==> src/hw/rtl/mma_pkg.sv <==
`default_nettype none

package mma_pkg;

   // Window length and number of channels.
   localparam int WINDOW   = 16;
   localparam int CHANNELS = 4;

   // Field widths of the beats.
   localparam int CHAN_W   = 2;
   localparam int SAMPLE_W = 12;

   // Derived storage widths.
   localparam int IDX_W      = $clog2(WINDOW);
   localparam int CNT_W      = $clog2(WINDOW + 1);
   localparam int SUM_W      = SAMPLE_W + $clog2(WINDOW);
   localparam int CIDX_W     = (CHANNELS > 1) ? $clog2(CHANNELS) : 1;
   localparam int ADDR_W     = CIDX_W + IDX_W;
   localparam int RAM_DEPTH  = 1 << ADDR_W;

   // Divider: quotient bits resolved per cycle and cycles per quotient.
   localparam int DIV_STEP   = 6;
   localparam int DIV_CYCLES = SAMPLE_W / DIV_STEP;
   localparam int DCNT_W     = (DIV_CYCLES > 1) ? $clog2(DIV_CYCLES) : 1;
   localparam int DSH_W      = CNT_W + SAMPLE_W - 1;
   localparam int CMP_W      = (SUM_W > DSH_W) ? SUM_W : DSH_W;

   typedef struct packed {
      logic [CHAN_W-1:0]   channel;
      logic [SAMPLE_W-1:0] sample;
   } mma_req_type;

   typedef struct packed {
      logic [CHAN_W-1:0]   out_channel;
      logic [SAMPLE_W-1:0] average;
   } mma_rsp_type;

   typedef struct packed {
      logic capture;
      logic update;
      logic div_step;
      logic out_load;
   } mma_cmd_type;

endpackage

`default_nettype wire

==> src/hw/rtl/mma_ram.sv <==
`default_nettype none

module mma_ram #(
   parameter int WIDTH = 12,
   parameter int DEPTH = 64,
   localparam int AW   = (DEPTH > 1) ? $clog2(DEPTH) : 1
) (
   input  wire logic             clock,
   input  wire logic             wr_en,
   input  wire logic [AW-1:0]    wr_addr,
   input  wire logic [WIDTH-1:0] wr_data,
   input  wire logic             rd_en,
   input  wire logic [AW-1:0]    rd_addr,
   output logic      [WIDTH-1:0] rd_data
);

   logic [WIDTH-1:0] mem_ff [DEPTH];

   always_ff @(posedge clock) begin
      if (wr_en) begin
         mem_ff[wr_addr] <= wr_data;
      end
      if (rd_en) begin
         rd_data <= mem_ff[rd_addr];
      end
   end

endmodule

`default_nettype wire

==> src/hw/rtl/mma_div.sv <==
`default_nettype none

module mma_div (
   input  wire logic                    clock,
   input  wire logic                    start,
   input  wire logic                    step,
   input  wire logic [mma_pkg::SUM_W-1:0] num,
   input  wire logic [mma_pkg::CNT_W-1:0] den,
   output logic      [mma_pkg::SAMPLE_W-1:0] quot
);

   import mma_pkg::*;

   logic [SUM_W-1:0]    rem_ff;
   logic [SUM_W-1:0]    rem_in;
   logic [DSH_W-1:0]    dsh_ff;
   logic [DSH_W-1:0]    dsh_in;
   logic [SAMPLE_W-1:0] quot_ff;
   logic [SAMPLE_W-1:0] quot_in;

   // The quotient is known to fit in SAMPLE_W bits, so the divisor starts
   // aligned to the top quotient bit and moves down one place per quotient bit.
   always_comb begin
      logic [CMP_W-1:0]    r;
      logic [CMP_W-1:0]    d;
      logic [SAMPLE_W-1:0] q;
      r = CMP_W'(rem_ff);
      d = CMP_W'(dsh_ff);
      q = quot_ff;
      for (int j = 0; j < DIV_STEP; j++) begin
         if (r >= d) begin
            r = r - d;
            q = {q[SAMPLE_W-2:0], 1'b1};
         end else begin
            q = {q[SAMPLE_W-2:0], 1'b0};
         end
         d = d >> 1;
      end
      rem_in  = r[SUM_W-1:0];
      dsh_in  = d[DSH_W-1:0];
      quot_in = q;
   end

   always_ff @(posedge clock) begin
      if (start) begin
         rem_ff  <= num;
         dsh_ff  <= DSH_W'(den) << (SAMPLE_W - 1);
         quot_ff <= '0;
      end else if (step) begin
         rem_ff  <= rem_in;
         dsh_ff  <= dsh_in;
         quot_ff <= quot_in;
      end
   end

   assign quot = quot_ff;

endmodule

`default_nettype wire

==> src/hw/rtl/mma_datapath.sv <==
`default_nettype none

module mma_datapath (
   input  wire logic                 clock,
   input  wire logic                 reset,
   input  wire mma_pkg::mma_cmd_type cmd_i,
   input  wire mma_pkg::mma_req_type req_payload,
   output mma_pkg::mma_rsp_type      rsp_payload
);

   import mma_pkg::*;

   logic [SUM_W-1:0]    sum_ff  [CHANNELS];
   logic [IDX_W-1:0]    widx_ff [CHANNELS];
   logic [CNT_W-1:0]    fill_ff [CHANNELS];

   logic [CHAN_W-1:0]   item_ch_ff;
   logic [SAMPLE_W-1:0] item_smp_ff;
   logic                item_present_ff;
   mma_rsp_type         rsp_ff;

   logic [CIDX_W-1:0]   req_cidx;
   logic [CIDX_W-1:0]   cidx;
   logic                req_present;
   logic [SAMPLE_W-1:0] ram_rd_data;
   logic [SAMPLE_W-1:0] old_smp;
   logic [SUM_W-1:0]    sum_in;
   logic [IDX_W-1:0]    widx_in;
   logic [CNT_W-1:0]    fill_in;
   logic [SUM_W-1:0]    div_num;
   logic [CNT_W-1:0]    div_den;
   logic [SAMPLE_W-1:0] div_quot;

   assign req_cidx    = CIDX_W'(req_payload.channel);
   assign req_present = 32'(req_payload.channel) < 32'(CHANNELS);
   assign cidx        = CIDX_W'(item_ch_ff);

   // The ring is filled in order from slot zero, so until the window is full
   // the slot about to be overwritten has never been written and counts as zero.
   assign old_smp = (fill_ff[cidx] == CNT_W'(WINDOW)) ? ram_rd_data : '0;
   assign sum_in  = sum_ff[cidx] - SUM_W'(old_smp) + SUM_W'(item_smp_ff);
   assign widx_in = (widx_ff[cidx] == IDX_W'(WINDOW - 1)) ? '0 : widx_ff[cidx] + 1'b1;
   assign fill_in = (fill_ff[cidx] == CNT_W'(WINDOW)) ? fill_ff[cidx] : fill_ff[cidx] + 1'b1;

   assign div_num = item_present_ff ? sum_in  : '0;
   assign div_den = item_present_ff ? fill_in : CNT_W'(1);

   mma_ram #(
      .WIDTH (SAMPLE_W),
      .DEPTH (RAM_DEPTH)
   ) u_ring (
      .clock   (clock),
      .wr_en   (cmd_i.update && item_present_ff),
      .wr_addr ({cidx, widx_ff[cidx]}),
      .wr_data (item_smp_ff),
      .rd_en   (cmd_i.capture),
      .rd_addr ({req_cidx, widx_ff[req_cidx]}),
      .rd_data (ram_rd_data)
   );

   mma_div u_div (
      .clock (clock),
      .start (cmd_i.update),
      .step  (cmd_i.div_step),
      .num   (div_num),
      .den   (div_den),
      .quot  (div_quot)
   );

   always_ff @(posedge clock) begin
      if (reset) begin
         for (int c = 0; c < CHANNELS; c++) begin
            sum_ff[c]  <= '0;
            widx_ff[c] <= '0;
            fill_ff[c] <= '0;
         end
      end else if (cmd_i.update && item_present_ff) begin
         sum_ff[cidx]  <= sum_in;
         widx_ff[cidx] <= widx_in;
         fill_ff[cidx] <= fill_in;
      end
   end

   always_ff @(posedge clock) begin
      if (cmd_i.capture) begin
         item_ch_ff      <= req_payload.channel;
         item_smp_ff     <= req_payload.sample;
         item_present_ff <= req_present;
      end
      if (cmd_i.out_load) begin
         rsp_ff.out_channel <= item_ch_ff;
         rsp_ff.average     <= div_quot;
      end
   end

   assign rsp_payload = rsp_ff;

   a_fill_bounded: assert property (@(posedge clock) disable iff (reset)
      cmd_i.update && item_present_ff |-> fill_ff[cidx] <= CNT_W'(WINDOW))
      else $error("fill count ran past the window length");

   a_index_tracks_fill: assert property (@(posedge clock) disable iff (reset)
      cmd_i.update && item_present_ff && fill_ff[cidx] != CNT_W'(WINDOW)
      |-> CNT_W'(widx_ff[cidx]) == fill_ff[cidx])
      else $error("write index left the fill count during warm-up");

endmodule

`default_nettype wire

==> src/hw/rtl/mma_ctrl.sv <==
`default_nettype none

module mma_ctrl (
   input  wire logic          clock,
   input  wire logic          reset,
   input  wire logic          req_valid,
   output logic               req_ready,
   output logic               rsp_valid,
   input  wire logic          rsp_ready,
   output mma_pkg::mma_cmd_type cmd_o
);

   import mma_pkg::*;

   typedef enum logic [1:0] {
      ST_IDLE,
      ST_UPDATE,
      ST_DIVIDE,
      ST_FINISH
   } state_type;

   state_type         state_ff;
   logic [DCNT_W-1:0] dcnt_ff;
   logic              rsp_valid_ff;
   logic              out_free;

   assign out_free  = !rsp_valid_ff || rsp_ready;
   assign req_ready = (state_ff == ST_IDLE);
   assign rsp_valid = rsp_valid_ff;

   always_comb begin
      cmd_o          = '0;
      cmd_o.capture  = (state_ff == ST_IDLE) && req_valid;
      cmd_o.update   = (state_ff == ST_UPDATE);
      cmd_o.div_step = (state_ff == ST_DIVIDE);
      cmd_o.out_load = (state_ff == ST_FINISH) && out_free;
   end

   always_ff @(posedge clock) begin
      if (reset) begin
         state_ff     <= ST_IDLE;
         dcnt_ff      <= '0;
         rsp_valid_ff <= 1'b0;
      end else begin
         if (rsp_ready) begin
            rsp_valid_ff <= 1'b0;
         end
         unique case (state_ff)
            ST_IDLE: begin
               if (req_valid) begin
                  state_ff <= ST_UPDATE;
               end
            end
            ST_UPDATE: begin
               dcnt_ff  <= '0;
               state_ff <= ST_DIVIDE;
            end
            ST_DIVIDE: begin
               if (dcnt_ff == DCNT_W'(DIV_CYCLES - 1)) begin
                  state_ff <= ST_FINISH;
               end else begin
                  dcnt_ff <= dcnt_ff + 1'b1;
               end
            end
            ST_FINISH: begin
               if (out_free) begin
                  rsp_valid_ff <= 1'b1;
                  state_ff     <= ST_IDLE;
               end
            end
            default: begin
               state_ff <= ST_IDLE;
            end
         endcase
      end
   end

   a_accept_starts_update: assert property (@(posedge clock) disable iff (reset)
      req_valid && req_ready |=> state_ff == ST_UPDATE)
      else $error("accepted beat did not start an update");

   a_load_needs_room: assert property (@(posedge clock) disable iff (reset)
      cmd_o.out_load |-> out_free)
      else $error("result loaded over a beat not yet taken");

   a_result_from_finish: assert property (@(posedge clock) disable iff (reset)
      $rose(rsp_valid_ff) |-> $past(state_ff == ST_FINISH))
      else $error("result raised outside the finish step");

   a_finish_after_divide: assert property (@(posedge clock) disable iff (reset)
      $rose(state_ff == ST_FINISH) |-> $past(state_ff == ST_DIVIDE))
      else $error("finish reached without a full divide");

endmodule

`default_nettype wire

==> src/hw/rtl/multichannel_moving_average.sv <==
`default_nettype none

// Per-channel boxcar moving average of 12-bit converter samples. Each request
// beat carries a channel and a sample; each produces exactly one response beat
// with the channel echoed and the truncated mean of that channel's samples so
// far (up to the last WINDOW of them). One beat is in work at a time: a new
// request is taken only once the response of the last one is loaded. Each
// beat passes through the ring RAM read, its write-back and the divider,
// which resolves six quotient bits per cycle. A finished response waits in
// its own register, so the next request is accepted even while the response
// side stalls. No clearing pass runs after reset: the per-channel fill count
// stands in for the cleared ring.
module multichannel_moving_average (
   input  wire logic                 clock,
   input  wire logic                 reset,
   input  wire logic                 req_valid,
   output logic                      req_ready,
   input  wire mma_pkg::mma_req_type req_payload,
   output logic                      rsp_valid,
   input  wire logic                 rsp_ready,
   output mma_pkg::mma_rsp_type      rsp_payload
);

   import mma_pkg::*;

   mma_cmd_type cmd;

   mma_ctrl u_ctrl (
      .clock     (clock),
      .reset     (reset),
      .req_valid (req_valid),
      .req_ready (req_ready),
      .rsp_valid (rsp_valid),
      .rsp_ready (rsp_ready),
      .cmd_o     (cmd)
   );

   mma_datapath u_datapath (
      .clock       (clock),
      .reset       (reset),
      .cmd_i       (cmd),
      .req_payload (req_payload),
      .rsp_payload (rsp_payload)
   );

endmodule

`default_nettype wire
==> config.mk <==
export PLATFORM = sky130hd
export DESIGN_NAME = multichannel_moving_average
export DESIGN_NICKNAME = d
export VERILOG_FILES = /design/src/hw/rtl/mma_pkg.sv /design/src/hw/rtl/mma_ram.sv /design/src/hw/rtl/mma_div.sv /design/src/hw/rtl/mma_datapath.sv /design/src/hw/rtl/mma_ctrl.sv /design/src/hw/rtl/multichannel_moving_average.sv
export SDC_FILE = /design/constraint.sdc
export NUM_CORES = 2
export LEC_CHECK = 0
export BUFFER_PORTS_ARGS = -buffer_cell sky130_fd_sc_hd__buf_2
export CORE_AREA = 2 2 333 335
export CTS_CLUSTER_DIAMETER = 30
export DETAILED_ROUTE_END_ITERATION = 8
export DIE_AREA = 0 0 335 337
export PLACE_DENSITY = 0.59
export SYNTH_ARGS = -nofsm -noshare
export SYNTH_HDL_FRONTEND = slang
export SYNTH_HIERARCHICAL = 1
export SYNTH_SLANG_ARGS = --single-unit
==> constraint.sdc <==
create_clock -name clock -period 40.1 [get_ports clock]
set_input_delay 6.015 -clock clock [delete_from_list [all_inputs] [get_ports clock]]
set_output_delay 6.015 -clock clock [all_outputs]
set_load 0.005 [all_outputs]
# Yosys cells after proc, flatten, opt, wreduce, memory -nomap -nowiden
# Memories as Yosys holds them, arrays and structs flattened. A register that Yosys moved wholly into a read port is not among the register bits.
# Cells that the tools add are included.
# word_totals
output_inout_bits,16
in_bits,18
memories,4
reg_bits,74
word_cells,96
ramBits,868
# classes
n_eq_ne,8
muxes,46
n_lt_le_gt_ge,6
addsub,11
reduce_logical,10
# mem_list
memory,words,width,read_ports,rd_ports_with_merged_regs,write_ports,line_no,source
u_datapath.u_ring.mem_ff,64,12,1,1,1,mma_ram.sv:17,logic [WIDTH-1:0] mem_ff [DEPTH];
u_datapath.sum_ff,4,16,1,1,4,mma_datapath.sv:13,logic [SUM_W-1:0] sum_ff [CHANNELS];
u_datapath.fill_ff,4,5,1,1,4,mma_datapath.sv:15,logic [CNT_W-1:0] fill_ff [CHANNELS];
u_datapath.widx_ff,4,4,2,1,4,mma_datapath.sv:14,logic [IDX_W-1:0] widx_ff [CHANNELS];
# op_table
cell,count
two-way mux 16 bit,11
subtractor 16 x 12 -> 16 bit,2
two-way mux 1 bit,19
two-way mux 2 bit,9
adder 16 x 12 -> 16 bit,1
>= comparator 16 x 11 -> 1 bit,1
>= comparator 16 x 12 -> 1 bit,1
>= comparator 16 x 13 -> 1 bit,1
>= comparator 16 x 14 -> 1 bit,1
>= comparator 16 x 15 -> 1 bit,1
>= comparator 16 bit,1
OR reduction 16 bit,1
subtractor 16 x 11 -> 16 bit,1
subtractor 16 x 13 -> 16 bit,1
subtractor 16 x 14 -> 16 bit,1
subtractor 16 x 15 -> 16 bit,1
subtractor 16 bit,1
two-way mux 12 bit,1
two-way mux 5 bit,2
two-way mux 4 bit,2
case mux 2 bit (4 select lines),1
adder 5 x 1 -> 5 bit (second input constant),1
== test 5 bit (second input constant),1
OR reduction 5 bit,1
15 further kinds,18

# Longest topological paths before layout
# logic_depth
word_depth,14
mapped_depth,79
mapped_depth_nobuf,71

# By module
# Netlist, hierarchy kept.
# modules_own_cells
module,cells_each,n_inst,area_each_um2
mma_ram,1339,1,29971.2
mma_div,976,1,7485.9
mma_datapath,536,1,6880.3
mma_ctrl,26,1,255.2

# Worst setup path after synthesis
# OpenSTA, ideal clock, no wires.
# synth_path
path_type,flip-flop to flip-flop
startpoint,reg u_datapath.u_div.rem_ff[0]
endpoint,"reg u_datapath.u_div.rem_ff[4], data pin"
arrival_ns,13.670
slack_ns,26.148
synth_period_minus_slack_ns,13.952
path_stages_with_launch,75
required_ns,39.819
cell_sequence,edfxtp_1 -> inv_1 -> ha_1 -> inv_1 -> fa_1 -> a21o_1 -> a221oi_4 -> a2bb2oi_4 -> nand2_1 -> buf_4 -> clkbuf_1 -> nor2_1 -> a21oi_1 -> ha_1 -> clkbuf_1 -> a21oi_1 -> o21ai_0 -> nor4_1 -> [... 39 more ...] -> a31oi_1 -> a311oi_2 -> and4_1 -> clkbuf_1 -> nand2_1 -> clkbuf_1 -> nor2_1 -> a21oi_1 -> ha_1 -> inv_1 -> nor2_1 -> nor2_1 -> o21ai_0 -> a2111o_1 -> or3_1 -> buf_4 -> nor2_2 -> o311ai_0
# synth_via
elab_chain_cells,14
elab_cells_between_ends,20
cone_classes,6 x add/sub; 6 x order compare; 8 x mux
# synth_lines
item,line_no,source
start: declaration,mma_div.sv:14,logic [SUM_W-1:0] rem_ff;
start signal: assignment,mma_div.sv:46,rem_ff <= num;
start signal: assignment,mma_div.sv:50,rem_ff <= rem_in;
subtractor 16 bit or >= comparator 16 bit (tied branches),"mma_div.sv:32, mma_div.sv:31",
two-way mux 16 bit *,mma_div.sv:31,if (r >= d) begin
subtractor 16 x 15 -> 16 bit or >= comparator 16 x 15 -> 1 bit (tied branches),"mma_div.sv:32, mma_div.sv:31",
two-way mux 16 bit *,mma_div.sv:31,
subtractor 16 x 14 -> 16 bit or >= comparator 16 x 14 -> 1 bit (tied branches),"mma_div.sv:32, mma_div.sv:31",
two-way mux 16 bit *,mma_div.sv:31,
subtractor 16 x 13 -> 16 bit or >= comparator 16 x 13 -> 1 bit (tied branches),"mma_div.sv:32, mma_div.sv:31",
two-way mux 16 bit *,mma_div.sv:31,
subtractor 16 x 12 -> 16 bit or >= comparator 16 x 12 -> 1 bit (tied branches),"mma_div.sv:32, mma_div.sv:31",
two-way mux 16 bit *,mma_div.sv:31,
subtractor 16 x 11 -> 16 bit or >= comparator 16 x 11 -> 1 bit (tied branches),"mma_div.sv:32, mma_div.sv:31",
two-way mux 16 bit *,mma_div.sv:31,
two-way mux 16 bit *,mma_div.sv:49,end else if (step) begin
two-way mux 16 bit *,mma_div.sv:45,if (start) begin
# Mark *: on every way between the ends. The rest lies on a longest branch, timed or not. The select of a mux whose other input is x is not followed.
# A chain may end at the register's enable or synchronous reset.

# Worst setup path in the final report
# layout_path
startpoint,reg u_datapath.u_div.dsh_ff[13]
endpoint,"reg u_datapath.u_div.rem_ff[4], data pin"
# layout_via
elab_chain_cells,14
elab_cells_between_ends,20
cone_classes,6 x add/sub; 6 x order compare; 8 x mux
# layout_lines
item,line_no,source
start: declaration,mma_div.sv:16,logic [DSH_W-1:0] dsh_ff;
start signal: assignment,mma_div.sv:47,dsh_ff <= DSH_W'(den) << (SAMPLE_W - 1);
start signal: assignment,mma_div.sv:51,dsh_ff <= dsh_in;
>= comparator 16 bit or subtractor 16 bit (tied branches),"mma_div.sv:31, mma_div.sv:32",
two-way mux 16 bit,mma_div.sv:31,
subtractor 16 x 15 -> 16 bit or >= comparator 16 x 15 -> 1 bit (tied branches),"mma_div.sv:32, mma_div.sv:31",
two-way mux 16 bit,mma_div.sv:31,
subtractor 16 x 14 -> 16 bit or >= comparator 16 x 14 -> 1 bit (tied branches),"mma_div.sv:32, mma_div.sv:31",
two-way mux 16 bit,mma_div.sv:31,
subtractor 16 x 13 -> 16 bit or >= comparator 16 x 13 -> 1 bit (tied branches),"mma_div.sv:32, mma_div.sv:31",
two-way mux 16 bit,mma_div.sv:31,
subtractor 16 x 12 -> 16 bit or >= comparator 16 x 12 -> 1 bit (tied branches),"mma_div.sv:32, mma_div.sv:31",
two-way mux 16 bit,mma_div.sv:31,
subtractor 16 x 11 -> 16 bit or >= comparator 16 x 11 -> 1 bit (tied branches),"mma_div.sv:32, mma_div.sv:31",
two-way mux 16 bit *,mma_div.sv:31,
two-way mux 16 bit *,mma_div.sv:49,
two-way mux 16 bit *,mma_div.sv:45,
# Marked as above.

==> qor.yml <==
outcome: "complete, no violations"
synth_top_area_share_pct: 62.56
postCtsSetupRepairBufs: 0
cpPeakStageDelay_ns: 0.62
tns_ns: 0
synthTopCellsByArea: "edfxtp_1, mux4_2, ha_1, nor2_1, mux2i_1"
synth_ff_type: "edfxtp_1"
clockBufferDepth: 3
crit_family: "simple AND/OR/NAND/NOR gates"
drt-initial-drc-count: 2525
core_area_um2: 109600
synth.distinct_cells: 108
worst_slew_pin_slew_ns: 1.310
rsz0062_at_grt: "false"
yosys.area.top_type: "edfxtp_1"
gp_congestion: 0.9086
wl_um: 116600
boundaryPins: 34
stdcell_count: 4545
final_max_slew_viol_count: 0
clk_latency_ns: 0.72
grt_usage_pct: 20.61
initial_utilization_pct: 40.69
relSlewSlack_pct: 12.31
cts_tree: "done"
synth_edf_count: 929
num_vias: 26670
multi_input_area_um2: 14950
nets: 3123
area_growth_pct: 15.86
synthCells: 2877
cts-root-buf: "clkbuf_16"
r2r_start: "u_datapath/u_div/dsh_ff[13]$_DFFE_PP_"
skew_ns: 0.03106
required_ns: 40.54
die_w_um: 335
route.detailed.wl_per_inst_um: 25.65
timing.fmax_mhz: 59.78
cts_resized: 0
fin_util_pct: 47.14
crit_path_frequent_cell: "ha_1"
die_y_um: 337
h-tree-depth: 4
syn_nets: 3006
grt_max_degree: 110
maxCapViolCount: 0
std_cell_rows: 122
slowest_stage: "nor3b_4"
netlist_area_um2: 44590
fin_crit_sh_pct: 41.72
synth_area_per_cell_um2: 15.50
worstPathArrival_ns: 17.17
setup_viol: 0
design_area_um2: 51660
end_kind: "flip-flop"
synth_most_common_cell: "edfxtp_1"
port_buffers: 33
yosys_warnings: 6
die_area_um2: 112900
numPlacedInstances: 4267
min_path_type: "reg2reg"
drive_gt1_share_pct: 20.95
grt_overflow: 0
grt_first_pass_wirelength_um: 172800
drc_errors: 0
placed_area_um2: 46370
cp-start-kind: "flip-flop"
cts_buffers: 150
grt_pass1_vias: 26720
crit_type: "reg2reg"
holdBufCountCts: 0
hpwl_um: 74660
finalHoldViolCount: 0
dr.pass1.iters: 5
register_area_um2: 28440
via_per_inst: 5.867
cts.clk_slew.worst_paths_ns: 0.05
path_buf_inv: 3
hp-start: "u_datapath/u_div/quot[9]$_SDFFE_PP0P_"
antenna_found_initial: 4
fillers: 9325
post-route-min-period_ns: 16.73
yosys-top-cells-count: "edfxtp_1, nor2_1, mux4_2"
critical_path.startpoint: "u_datapath/u_div/dsh_ff[13]$_DFFE_PP_"
critPathMaxFanout: 21
drtAntennaViolNets: 0
postSynth.asyncResetShare_pct: 0
cts_sinks: 956
ys_seq_area_share_pct: 63.77
ys_ff_latch: 956
cells by family (layout without fill, tap and decap cells):
group | count (synthesis) | in the layout | share of synthesized area, %
AO/OA/AOI/OAI | 482 | 482 | 7.901
XOR/XNOR | 69 | 69 | 1.389
adder cells (fa/ha/maj) | 111 | 111 | 3.401
buffers and inverters | 264 | 504 | 2.733
flip-flops | 956 | 956 | 63.77
multiplexers | 306 | 306 | 13.16
other | 0 | 2 | 0
AND/OR/NAND/NOR | 689 | 689 | 7.646
worst register-to-register path, delay by kind of cell (launching register included):
family,cells,cell delay (ns)
flops,1,0.38
compound gates,27,5.70
mux,1,0.45
simple gates,22,6.52
buf+inv,3,0.94
fa+ha+maj,7,2.45
layer usage:
layer / vias to the layer above / GRT usage, % / wire [um]
met5: - / 0 / 14
met4: 2 / 7.118 / 3292
met3: 206 / 3.859 / 8451
met2: 1052 / 32.66 / 54670
met1: 13720 / 28.62 / 50140
li1: 11680 / - / -
cell type report:
class,instances,area share [%]
Sequential cell,956,55.05
Clock buffer,169,7.629
Clock inverter,106,2.594
Tap cell,1426,3.454
Inverter,124,0.9009
Multi-Input combinational cell,1657,28.95
Antenna cell,2,0.009687
Timing Repair Buffer,105,1.422
path summary, 6_finish.rpt:
kind / slack, ns / to / depth (start not counted)
setup / recovery: 23.37 / u_datapath/u_div/rem_ff[4]$_DFFE_PP_ / 60
setup reg to reg: 23.37 / u_datapath/u_div/rem_ff[4]$_DFFE_PP_ / 60
hold reg to reg: 0.43 / u_datapath/rsp_payload[9]$_DFFE_PP_ / 0
hold / removal: 0.43 / u_datapath/rsp_payload[9]$_DFFE_PP_ / 0
through the flow:
step	hold WS (ns)	worst slack, ns
CTS	0.4391	23.58
finish	0.4326	23.37
detailed placement	0.4223	23.62
floorplan	0.4076	26.15
global route	0.4472	21.78
global placement	0.4181	23.91
flip-flops by register name, indices dropped and copies added, names as in the netlist, named ones only:
signal / count
u_datapath/u_div/dsh_ff: 14
u_datapath/u_ring/rd_data: 12
u_datapath/cidx: 2
u_datapath/u_ring/mem_ff: 768
u_ctrl/state_ff: 2
u_datapath/u_div/quot: 12
u_ctrl/dcnt_ff: 1
u_datapath/u_div/rem_ff: 16
u_datapath/rsp_payload: 14
u_datapath/fill_ff: 20
u_ctrl/rsp_valid: 1
u_datapath/sum_ff: 64
u_datapath/item_smp_ff: 12
u_datapath/widx_ff: 16
cell usage in the layout, fill, tap and decap left out, types with 43 or more instances in the layout:
cell type and count:
mux2i_1 58, o21ai_0 65, clkbuf_16 155, nand2_1 103
and2_1 43, mux4_2 218, xnor2_1 46, buf_4 69
edfxtp_1 929, a21oi_1 86, nand3_1 45, nor2_1 243
nor3_1 61, nand2b_1 49, ha_1 93, inv_1 124
a21o_1 46
Power is left out: the tool's default activity adds up to more than one toggle a clock period on the data nets, which glitch-free logic cannot reach.
